### config.mk
export PLATFORM = sky130hd
export DESIGN_NAME = pixel_format_converter
export DESIGN_NICKNAME = d
export VERILOG_FILES = /design/src/rtl/core/pfc_pkg.sv /design/src/rtl/core/pfc_format.sv /design/src/rtl/core/pixel_format_converter.sv
export SDC_FILE = /design/constraint.sdc
export NUM_CORES = 1
export LEC_CHECK = 0
export CAP_MARGIN = 20
export CORE_MARGIN = 2
export CORE_UTILIZATION = 41
export DETAILED_ROUTE_END_ITERATION = 16
export DONT_BUFFER_PORTS = 1
export GPL_ROUTABILITY_DRIVEN = 1
export HOLD_SLACK_MARGIN = 0.15
export SLEW_MARGIN = 20
export SYNTH_ARGS = -nofsm -noshare
export SYNTH_HDL_FRONTEND = slang
export SYNTH_HIERARCHICAL = 1
export SYNTH_SLANG_ARGS = --single-unit
export TNS_END_PERCENT = 5
### constraint.sdc
create_clock -name clock -period 8.4 [get_ports clock]
set_input_delay 1.26 -clock clock [delete_from_list [all_inputs] [get_ports clock]]
set_output_delay 1.26 -clock clock [all_outputs]
set_load 0.005 [all_outputs]
### src/rtl/core/pfc_pkg.sv
// ----------------------------------------------------------------------------
// Pixel format converter package
// Format codes, register indexes, luma constants and the result record
// shared by the converter datapath and the top level.
// ----------------------------------------------------------------------------
package pfc_pkg;

   // format codes, as written to the target format register
   localparam logic [3:0] FMT_I8       = 4'd0;
   localparam logic [3:0] FMT_AI88     = 4'd1;
   localparam logic [3:0] FMT_RGB888   = 4'd2;
   localparam logic [3:0] FMT_RGBA8888 = 4'd3;
   localparam logic [3:0] FMT_RGB565   = 4'd4;
   localparam logic [3:0] FMT_A8       = 4'd5;
   localparam logic [3:0] FMT_RGBA4444 = 4'd6;
   localparam logic [3:0] FMT_RGB5A1   = 4'd7;
   localparam logic [3:0] FMT_AUTO     = 4'd8;

   // source format codes
   localparam logic [1:0] SRC_I8       = 2'd0;
   localparam logic [1:0] SRC_AI88     = 2'd1;
   localparam logic [1:0] SRC_RGB888   = 2'd2;
   localparam logic [1:0] SRC_RGBA8888 = 2'd3;

   // register indexes
   localparam logic CSR_SOURCE_FORMAT = 1'b0;
   localparam logic CSR_TARGET_FORMAT = 1'b1;

   // luma = (299 R + 587 G + 114 B + 500) / 1000
   localparam int             LUMA_SUM_W  = 18;
   localparam logic [9:0]     LUMA_COEF_R = 10'd299;
   localparam logic [9:0]     LUMA_COEF_G = 10'd587;
   localparam logic [9:0]     LUMA_COEF_B = 10'd114;
   localparam logic [9:0]     LUMA_ROUND  = 10'd500;
   // divide by 1000 as multiply by ceil(2^28 / 1000), exact for sums below 2^18
   localparam int             LUMA_SHIFT  = 28;
   localparam int             LUMA_RECIP_W = 19;
   localparam logic [18:0]    LUMA_RECIP  = 19'd268436;

   typedef struct packed {
      logic [31:0] pixel;
      logic [2:0]  nbytes;
      logic [2:0]  format;
      logic        passed;
   } pfc_result_type;

endpackage

### src/rtl/core/pfc_format.sv
// ----------------------------------------------------------------------------
// Pixel format converter datapath
// Finishes the luma division and packs one source pixel into the target
// layout, or falls back to a copy of the source pixel.
// ----------------------------------------------------------------------------
module pfc_format (
   input  logic [1:0]                       src_format,
   input  logic [3:0]                       tgt_format,
   input  logic [31:0]                      src_bytes,
   input  logic [pfc_pkg::LUMA_SUM_W-1:0]   luma_sum,
   output pfc_pkg::pfc_result_type          result
);

   localparam int PROD_W = pfc_pkg::LUMA_SUM_W + pfc_pkg::LUMA_RECIP_W;

   logic [PROD_W-1:0] luma_prod;
   logic [7:0]        luma;
   logic [7:0]        b0, b1, b2, b3;
   logic [7:0]        r, g, b, a;
   logic              has_alpha;
   logic              ok;
   logic [31:0]       conv_pixel;
   logic [2:0]        conv_nbytes;
   logic [31:0]       copy_pixel;

   assign luma_prod = PROD_W'(luma_sum) * PROD_W'(pfc_pkg::LUMA_RECIP);
   assign luma      = luma_prod[pfc_pkg::LUMA_SHIFT +: 8];

   assign b0 = src_bytes[7:0];
   assign b1 = src_bytes[15:8];
   assign b2 = src_bytes[23:16];
   assign b3 = src_bytes[31:24];

   assign has_alpha = src_format[0];

   always_comb begin
      if (src_format == pfc_pkg::SRC_I8 || src_format == pfc_pkg::SRC_AI88) begin
         r = b0;
         g = b0;
         b = b0;
         a = (src_format == pfc_pkg::SRC_AI88) ? b1 : 8'hFF;
      end else begin
         r = b0;
         g = b1;
         b = b2;
         a = (src_format == pfc_pkg::SRC_RGBA8888) ? b3 : 8'hFF;
      end
   end

   always_comb begin
      ok          = (tgt_format != {2'b00, src_format}) && !tgt_format[3];
      conv_pixel  = '0;
      conv_nbytes = 3'd2;
      unique case (tgt_format)
         pfc_pkg::FMT_I8: begin
            conv_pixel  = {24'd0, luma};
            conv_nbytes = 3'd1;
         end
         pfc_pkg::FMT_AI88: begin
            conv_pixel  = {16'd0, a, luma};
         end
         pfc_pkg::FMT_RGB888: begin
            conv_pixel  = {8'd0, b, g, r};
            conv_nbytes = 3'd3;
         end
         pfc_pkg::FMT_RGBA8888: begin
            conv_pixel  = {a, b, g, r};
            conv_nbytes = 3'd4;
         end
         pfc_pkg::FMT_RGB565: begin
            conv_pixel  = {16'd0, r[7:3], g[7:2], b[7:3]};
         end
         pfc_pkg::FMT_A8: begin
            conv_pixel  = {24'd0, a};
            conv_nbytes = 3'd1;
            ok          = ok && has_alpha;
         end
         pfc_pkg::FMT_RGBA4444: begin
            conv_pixel  = {16'd0, r[7:4], g[7:4], b[7:4],
                           has_alpha ? a[7:4] : 4'hF};
         end
         pfc_pkg::FMT_RGB5A1: begin
            conv_pixel  = {16'd0, r[7:3], g[7:3], b[7:3],
                           has_alpha ? a[7] : 1'b1};
         end
         default: begin
            ok = 1'b0;
         end
      endcase
   end

   always_comb begin
      case (src_format)
         pfc_pkg::SRC_I8:     copy_pixel = {24'd0, b0};
         pfc_pkg::SRC_AI88:   copy_pixel = {16'd0, b1, b0};
         pfc_pkg::SRC_RGB888: copy_pixel = {8'd0, b2, b1, b0};
         default:             copy_pixel = src_bytes;
      endcase
   end

   always_comb begin
      if (ok) begin
         result.pixel  = conv_pixel;
         result.nbytes = conv_nbytes;
         result.format = tgt_format[2:0];
         result.passed = 1'b0;
      end else begin
         result.pixel  = copy_pixel;
         result.nbytes = {1'b0, src_format} + 3'd1;
         result.format = {1'b0, src_format};
         result.passed = 1'b1;
      end
   end

endmodule

### src/rtl/core/pixel_format_converter.sv
// ----------------------------------------------------------------------------
// Pixel format converter
// An accepted input word passes the input, luma sum and result registers.
// Throughput: one pixel per cycle; three pipeline stages (input, luma sum,
// result), each advancing whenever the stage after it is free or draining.
// Reset clears all stage valids and sets the source format to RGBA8888 and
// the target format to AUTO.
// ----------------------------------------------------------------------------
module pixel_format_converter (
   input  logic        clock,
   input  logic        reset,
   // configuration write channel
   input  logic        csr_valid,
   output logic        csr_ready,
   input  logic        csr_index,
   input  logic [3:0]  csr_data,
   // input pixels
   input  logic        req_tvalid,
   output logic        req_tready,
   input  logic [31:0] req_tdata,   // byte_zero, byte_one, byte_two, byte_three
   input  logic        req_tlast,
   // converted pixels
   output logic        rsp_tvalid,
   input  logic        rsp_tready,
   output logic [39:0] rsp_tdata,   // out_pixel[31:0], out_bytes[34:32], zero pad
   output logic [3:0]  rsp_tuser,   // out_format[2:0], passed_through[3]
   output logic        rsp_tlast
);

   localparam int SUM_W = pfc_pkg::LUMA_SUM_W;

   logic [1:0]   src_format_ff, src_format_in;
   logic [3:0]   tgt_format_ff, tgt_format_in;

   logic         s0_valid_ff, s0_valid_in;
   logic [31:0]  s0_data_ff, s0_data_in;
   logic         s0_last_ff, s0_last_in;

   logic         s1_valid_ff, s1_valid_in;
   logic [31:0]  s1_data_ff, s1_data_in;
   logic         s1_last_ff, s1_last_in;
   logic [SUM_W-1:0] s1_sum_ff, s1_sum_in;

   logic         out_valid_ff, out_valid_in;
   pfc_pkg::pfc_result_type out_result_ff, out_result_in;
   logic         out_last_ff, out_last_in;

   logic         req_fire, s0_move, s1_move, out_open, s1_open;
   logic [7:0]   r, g, b;
   logic [SUM_W-1:0] luma_sum;
   pfc_pkg::pfc_result_type conv_result;

   assign csr_ready = 1'b1;

   always_comb begin
      src_format_in = src_format_ff;
      tgt_format_in = tgt_format_ff;
      if (csr_valid) begin
         unique case (csr_index)
            pfc_pkg::CSR_SOURCE_FORMAT: src_format_in = csr_data[1:0];
            pfc_pkg::CSR_TARGET_FORMAT: tgt_format_in = csr_data;
            default: ;
         endcase
      end
   end

   // advance control
   assign out_open   = !out_valid_ff || rsp_tready;
   assign s1_open    = !s1_valid_ff || out_open;
   assign req_tready = !s0_valid_ff || s1_open;
   assign req_fire   = req_tvalid && req_tready;
   assign s0_move    = s0_valid_ff && s1_open;
   assign s1_move    = s1_valid_ff && out_open;

   // luma sum on the expanded source color
   always_comb begin
      r = s0_data_ff[7:0];
      if (src_format_ff == pfc_pkg::SRC_I8 || src_format_ff == pfc_pkg::SRC_AI88) begin
         g = s0_data_ff[7:0];
         b = s0_data_ff[7:0];
      end else begin
         g = s0_data_ff[15:8];
         b = s0_data_ff[23:16];
      end
   end

   assign luma_sum = SUM_W'(r) * SUM_W'(pfc_pkg::LUMA_COEF_R)
                   + SUM_W'(g) * SUM_W'(pfc_pkg::LUMA_COEF_G)
                   + SUM_W'(b) * SUM_W'(pfc_pkg::LUMA_COEF_B)
                   + SUM_W'(pfc_pkg::LUMA_ROUND);

   pfc_format u_format (
      .src_format (src_format_ff),
      .tgt_format (tgt_format_ff),
      .src_bytes  (s1_data_ff),
      .luma_sum   (s1_sum_ff),
      .result     (conv_result)
   );

   always_comb begin
      s0_valid_in = s0_valid_ff;
      s0_data_in  = s0_data_ff;
      s0_last_in  = s0_last_ff;
      if (req_fire) begin
         s0_valid_in = 1'b1;
         s0_data_in  = req_tdata;
         s0_last_in  = req_tlast;
      end else if (s0_move) begin
         s0_valid_in = 1'b0;
      end

      s1_valid_in = s1_valid_ff;
      s1_data_in  = s1_data_ff;
      s1_last_in  = s1_last_ff;
      s1_sum_in   = s1_sum_ff;
      if (s0_move) begin
         s1_valid_in = 1'b1;
         s1_data_in  = s0_data_ff;
         s1_last_in  = s0_last_ff;
         s1_sum_in   = luma_sum;
      end else if (s1_move) begin
         s1_valid_in = 1'b0;
      end

      out_valid_in  = out_valid_ff;
      out_result_in = out_result_ff;
      out_last_in   = out_last_ff;
      if (s1_move) begin
         out_valid_in  = 1'b1;
         out_result_in = conv_result;
         out_last_in   = s1_last_ff;
      end else if (rsp_tready) begin
         out_valid_in  = 1'b0;
      end
   end

   always_ff @(posedge clock) begin
      if (reset) begin
         src_format_ff <= pfc_pkg::SRC_RGBA8888;
         tgt_format_ff <= pfc_pkg::FMT_AUTO;
         s0_valid_ff   <= 1'b0;
         s1_valid_ff   <= 1'b0;
         out_valid_ff  <= 1'b0;
      end else begin
         src_format_ff <= src_format_in;
         tgt_format_ff <= tgt_format_in;
         s0_valid_ff   <= s0_valid_in;
         s1_valid_ff   <= s1_valid_in;
         out_valid_ff  <= out_valid_in;
      end
   end

   always_ff @(posedge clock) begin
      s0_data_ff    <= s0_data_in;
      s0_last_ff    <= s0_last_in;
      s1_data_ff    <= s1_data_in;
      s1_last_ff    <= s1_last_in;
      s1_sum_ff     <= s1_sum_in;
      out_result_ff <= out_result_in;
      out_last_ff   <= out_last_in;
   end

   assign rsp_tvalid = out_valid_ff;
   assign rsp_tdata  = {5'd0, out_result_ff.nbytes, out_result_ff.pixel};
   assign rsp_tuser  = {out_result_ff.passed, out_result_ff.format};
   assign rsp_tlast  = out_last_ff;

endmodule

Word level (Yosys, flattened, before mapping) --
Cells that the tools add are included.
Operators by class: reduce and logical (&&, ||, !) cells 22, bitwise logic cells 1, add/subtract/negate cells 4, divide/modulo/power cells 0, shift-type cells 0, multiplexer cells 20, multipliers 4, eq/ne operators 11, order comparisons 0
Operators by type and width (count):
- $pmux W32 S8 | 1
- $pmux W32 S3 | 1
- $mux W8 | 7
- $mux W39 | 1
- $mul A18 B17 Y34 const B | 1
- $add A17 B18 Y18 | 1
- $add A18 B15 Y18 | 1
- $add A18 B9 Y18 const B | 1
- $mul A8 B10 Y18 const B | 1
- $mul A8 B9 Y17 const B | 1
- $eq A4 B3 Y1 const B | 4
- $mul A8 B6 Y14 const B | 1
- $pmux W3 S3 | 1
- $eq A4 B2 Y1 const B | 2
- $mux W1 | 7
- $reduce_or A7 Y1 | 1
- $reduce_bool A2 Y1 | 3
- $logic_and A1 B1 Y1 | 5
- $eq A2 B2 Y1 const B | 2
- $eq A4 B1 Y1 const B | 1
- $logic_not A1 Y1 | 4
- $logic_not A4 Y1 | 1
- $logic_or A1 B1 Y1 | 4
- $mux W4 | 1
- 8 further kinds | 9
Word-level totals: output and inout port bits 48, latch bits 0, ROM bits 0, memory bits (writable) 0, register bits 133, memories 0, bits of input ports 43

Depth between registers and ports, before layout --
word-level depth 7, mapped depth 28

By module --
Netlist, hierarchy kept.
Modules (own cells, without submodules):
- pixel_format_converter | seq. area each 3903.7 um^2, area an instance 8368.0 um^2, instances 1, cells an instance 637
- pfc_format | seq. area each 0.0 um^2, area an instance 5037.3 um^2, instances 1, cells an instance 613

Worst setup path before layout --
OpenSTA, ideal clock, no wires.
path kind register to register, start register src_format_ff[1], end register s1_sum_ff[10], data pin, stages on the path, launching flop included 26, period minus slack after synthesis 6.875 ns, setup slack 1.525 ns, path buffers 2, data arrival time 6.609 ns, required time 8.134 ns, cell sequence dfxtp_1 clkbuf_1 buf_1 a21oi_1 inv_1 fa_1 inv_1 fa_1 inv_1 ha_1 ha_1 ha_1 inv_1 fa_1 inv_1 fa_1 inv_1 fa_1 fa_1 inv_1 ha_1 a21oi_1 o21ai_1 a2111oi_2 nor3_1 xor2_1
Between the ends: cells in the longest elaborated chain, start to end 7, elaborated cells between the ends (all ways) 10
RTL lines:
- start: declaration | line pixel_format_converter.sv:32 | logic [1:0] src_format_ff, src_format_in;
- start signal: assignment | line pixel_format_converter.sv:139 | src_format_ff <= pfc_pkg::SRC_RGBA8888;
- start signal: assignment | line pixel_format_converter.sv:145 | src_format_ff <= src_format_in;
- $eq A2 B1 Y1 / $logic_not A2 Y1 (equally long branches) | line pixel_format_converter.sv:78 | if (src_format_ff == pfc_pkg::SRC_I8 || src_format_ff == pfc_pkg::SRC_AI88) begin
- $logic_or A1 B1 Y1 (*) | line pixel_format_converter.sv:78
- $mux W8 | line pixel_format_converter.sv:78
- $mul A8 B10 Y18 | line pixel_format_converter.sv:88 | + SUM_W'(g) * SUM_W'(pfc_pkg::LUMA_COEF_G)
- $add A17 B18 Y18 | line pixel_format_converter.sv:88
- $add A18 B15 Y18 (*) | line pixel_format_converter.sv:89 | + SUM_W'(b) * SUM_W'(pfc_pkg::LUMA_COEF_B)
- $add A18 B9 Y18 (*) | line pixel_format_converter.sv:90 | + SUM_W'(pfc_pkg::LUMA_ROUND);
- named net luma_sum[10] | line pixel_format_converter.sv:50 | logic [SUM_W-1:0] luma_sum;
- end signal: assignment | line pixel_format_converter.sv:158 | s1_sum_ff <= s1_sum_in;
- end: declaration | line pixel_format_converter.sv:42 | logic [SUM_W-1:0] s1_sum_ff, s1_sum_in;
The timed path passes the listed nets; every way through them passes the cells marked *. A chain may end at the register's enable or synchronous reset.

Worst setup path after layout --
start register s0_data_ff[2], end register s1_sum_ff[16], data pin
Between the ends: cells in the longest elaborated chain, start to end 5, elaborated cells between the ends (all ways) 8
RTL lines:
- start: declaration | line pixel_format_converter.sv:36 | logic [31:0] s0_data_ff, s0_data_in;
- start signal: assignment | line pixel_format_converter.sv:154 | s0_data_ff <= s0_data_in;
- $mux W8 | line pixel_format_converter.sv:78
- $mul A8 B10 Y18 | line pixel_format_converter.sv:88
- $add A17 B18 Y18 | line pixel_format_converter.sv:88
- $add A18 B15 Y18 (*) | line pixel_format_converter.sv:89
- $add A18 B9 Y18 (*) | line pixel_format_converter.sv:90
- named net luma_sum[16] | line pixel_format_converter.sv:50
Marked as above.

==> run metrics <==
status finished clean; Post-Route WL around 31000 microns; Starting Density 41.4%; WP buf/inv 6; Placer Congestion approximately 0.9; Post-DP HPWL around 25000 microns; Yosys warning count 6; Root Buffer clkbuf_16; Synth Register Bits 133; mux contribution to synthesized area 0.709%; Compound-Gate Fraction of Synth Area a little over a tenth; global-route wire length before repair between 40000 and 50000 microns; post-synthesis cell type count 75; met1 Track Usage GR a little over a quarter; final hold slack between 0.4 and 0.5 ns; Worst Tran Pin Value a little under 0.9 ns; fin. max-slew vios 0; crit end category flip-flop; Remaining DRCs 0; drt via density approximately 5.3; adder-cell area share of the yosys netlist a little over two fifths; clock skew about 0.014 ns; HP Class flip-flop to flip-flop; routed length per instance between 15 and 20 microns; Die W between 150 and 200 microns; clk buf depth 2; DRT Pass-1 Iters 6; CTS sink cnt approximately 130; CTS tree done; fin cells about 1700; mapped cell area approximately 13000 sq um; H-tree depth 4; fmax roughly 140 MHz; CP max FO 6; number of synthesized flops with an enable pin about 120; Top delay family on crit path adder cells; Row Count 66; PostCTS Resize Cnt 0; Final Hold Fails 0; post-CTS setup buffers 0; CTS buffer count 17; Reg clk slew, reported paths approximately 0.06 ns; Mean Syn Cell Area ~11 sq um; Main synth FF type edfxtp_1; layer with the highest usage met2; initial antenna violation count 1; met3 Use GR about 2.8%; IO Port Bufs 0; Setup violations, final 0; startpoint types flip-flop; # IOs 91; setup_tns 0 ns; RSZ-0062 raised after global routing no; 1st-iter DRT viols ~800; asr flop ratio synth 0%; Slew headroom approximately two fifths; largest stage delay on the critical path 0.54 ns; GRT Residual Overflow 0; CTS Hold Bufs 0; placed instance count around 1700; Layout Nets approximately 1700; # fillers between 3000 and 4000; post-layout minimum cycle time between 7 and 8 ns; CP Data Required Time roughly 8.6 ns; max_cap viols 0; pin count of the biggest net entering global routing 48; xor and xnor area share after synthesis around 1.9%; Die ar. around 34000 sq um; WS Path Type flip-flop to flip-flop; Core Area approximately 32000 sq um; vias in the first global route between 9000 and 10000; diode count 0; Slowest-stage cell, CP edfxtp_1; Area Growth Syn to Fin 8.28%; critical path arrival 7.32 ns; Routed Antenna Nets 0; Clock Latency Late Sink approximately 0.43 ns; simple-gate portion of the synthesized area a little over 7%; Seq/Total Area, Yosys a little under 30%; fin crit share a little under nine tenths; largest family of logic cells by synthesized area adder cells; Core Util, Final between 40 and 50%; Mapped Cells ~1300; Overall Global Routing Usage 18.4%; share of layout cells above drive strength 1 4.04%; Vias 8953; met2 GRT Util roughly 29%; DIE HEIGHT between 150 and 200 microns
==> layout by cell type, fill, tap and decap left out, drive strengths merged, types with 5 or more instances in the layout <==
cell | netlist | routed
or3 | 5 | 5
conb | 2 | 6
and2 | 6 | 6
edfxtp | 124 | 124
inv | 266 | 271
dfxtp | 9 | 9
nand2 | 57 | 57
xor2 | 14 | 14
a211oi | 7 | 7
xnor2 | 15 | 15
o211ai | 6 | 6
clkbuf | 13 | 18
o22a | 5 | 5
fa | 121 | 121
a21oi | 64 | 64
a22o | 12 | 12
nor3 | 19 | 19
nor2b | 15 | 15
nand3 | 19 | 19
nor2 | 48 | 48
a31oi | 7 | 7
a222oi | 6 | 6
o21ai | 43 | 43
a311oi | 5 | 5
mux2i | 5 | 5
ha | 259 | 259
nand2b | 9 | 9
==> worst paths after layout <==
kind                        from        endpoint  slack [ns]  cells past startpoint
setup reg to reg   s0_data_ff[2]   s1_sum_ff[16]        1.25                     25
hold reg to reg   s0_data_ff[27]  s1_data_ff[27]        0.42                      0
hold / removal    s0_data_ff[27]  s1_data_ff[27]        0.42                      0
setup / recovery   s0_data_ff[2]   s1_sum_ff[16]        1.25                     25
==> synthesized netlist by cell type, types with 10 or more instances <==
master / number / share of area [%]
nor2_1: 48 / 1.3
ha_1: 259 / 24
a22o_1: 12 / 0.78
nand3_1: 19 / 0.71
nand2_1: 56 / 1.6
edfxtp_1: 124 / 28
o21ai_0: 33 / 1.2
a21oi_1: 63 / 2.4
inv_1: 264 / 7.4
o21ai_1: 10 / 0.37
fa_1: 121 / 18
xnor2_1: 15 / 0.98
clkbuf_1: 11 / 0.31
nor2b_1: 15 / 0.70
nor3_1: 17 / 0.63
xor2_1: 14 / 0.91
==> kinds of logic (layout without fill, tap and decap cells) <==
group,after synthesis,count (layout)
fa+ha+maj,380,380
buf+inv,294,302
compound gates,208,208
simple gates,196,196
flops,133,133
xor+xnor,29,29
mux,8,8
other cells,2,6
==> state kept, by name, summed over array words and instances, names as in the netlist <==
register	flops
rsp_tdata	35
s0_data_ff	32
s1_data_ff	32
s1_sum_ff	18
rsp_tuser	4
tgt_format_ff	4
src_format_ff	2
rsp_tlast	1
rsp_tvalid	1
s0_last_ff	1
s0_valid_ff	1
s1_last_ff	1
s1_valid_ff	1
==> metrics by stage <==
stage / setup slack [ns] / cell area [sq um]
global route: 0.856 / 14500
detailed placement: 1.23 / 13900
CTS: 1.24 / 14500
finish: 1.25 / 14500
global placement: 1.39 / 13900
floorplan: 1.53 / 13400
==> cell type report <==
type                       instances  area, sq um  area share, %
multi-input combinational        827         8410           57.9
sequential                       133         3900           26.9
inverter                         266          998           6.88
tap                              442          553           3.81
clock buffer                      18          429           2.96
clock inverter                    14          150           1.03
timing repair buffer               4         70.1          0.483
==> routing by layer <==
layer / wire (microns) / part of all wire (%)
met4: 417 / 1.4
met1: 15100 / 50
met2: 13500 / 44
met3: 1540 / 5.0
met5: 0 / 0
Power is not shown: default switching activity piles up to over one toggle a cycle in this logic, so the estimate is an artifact.
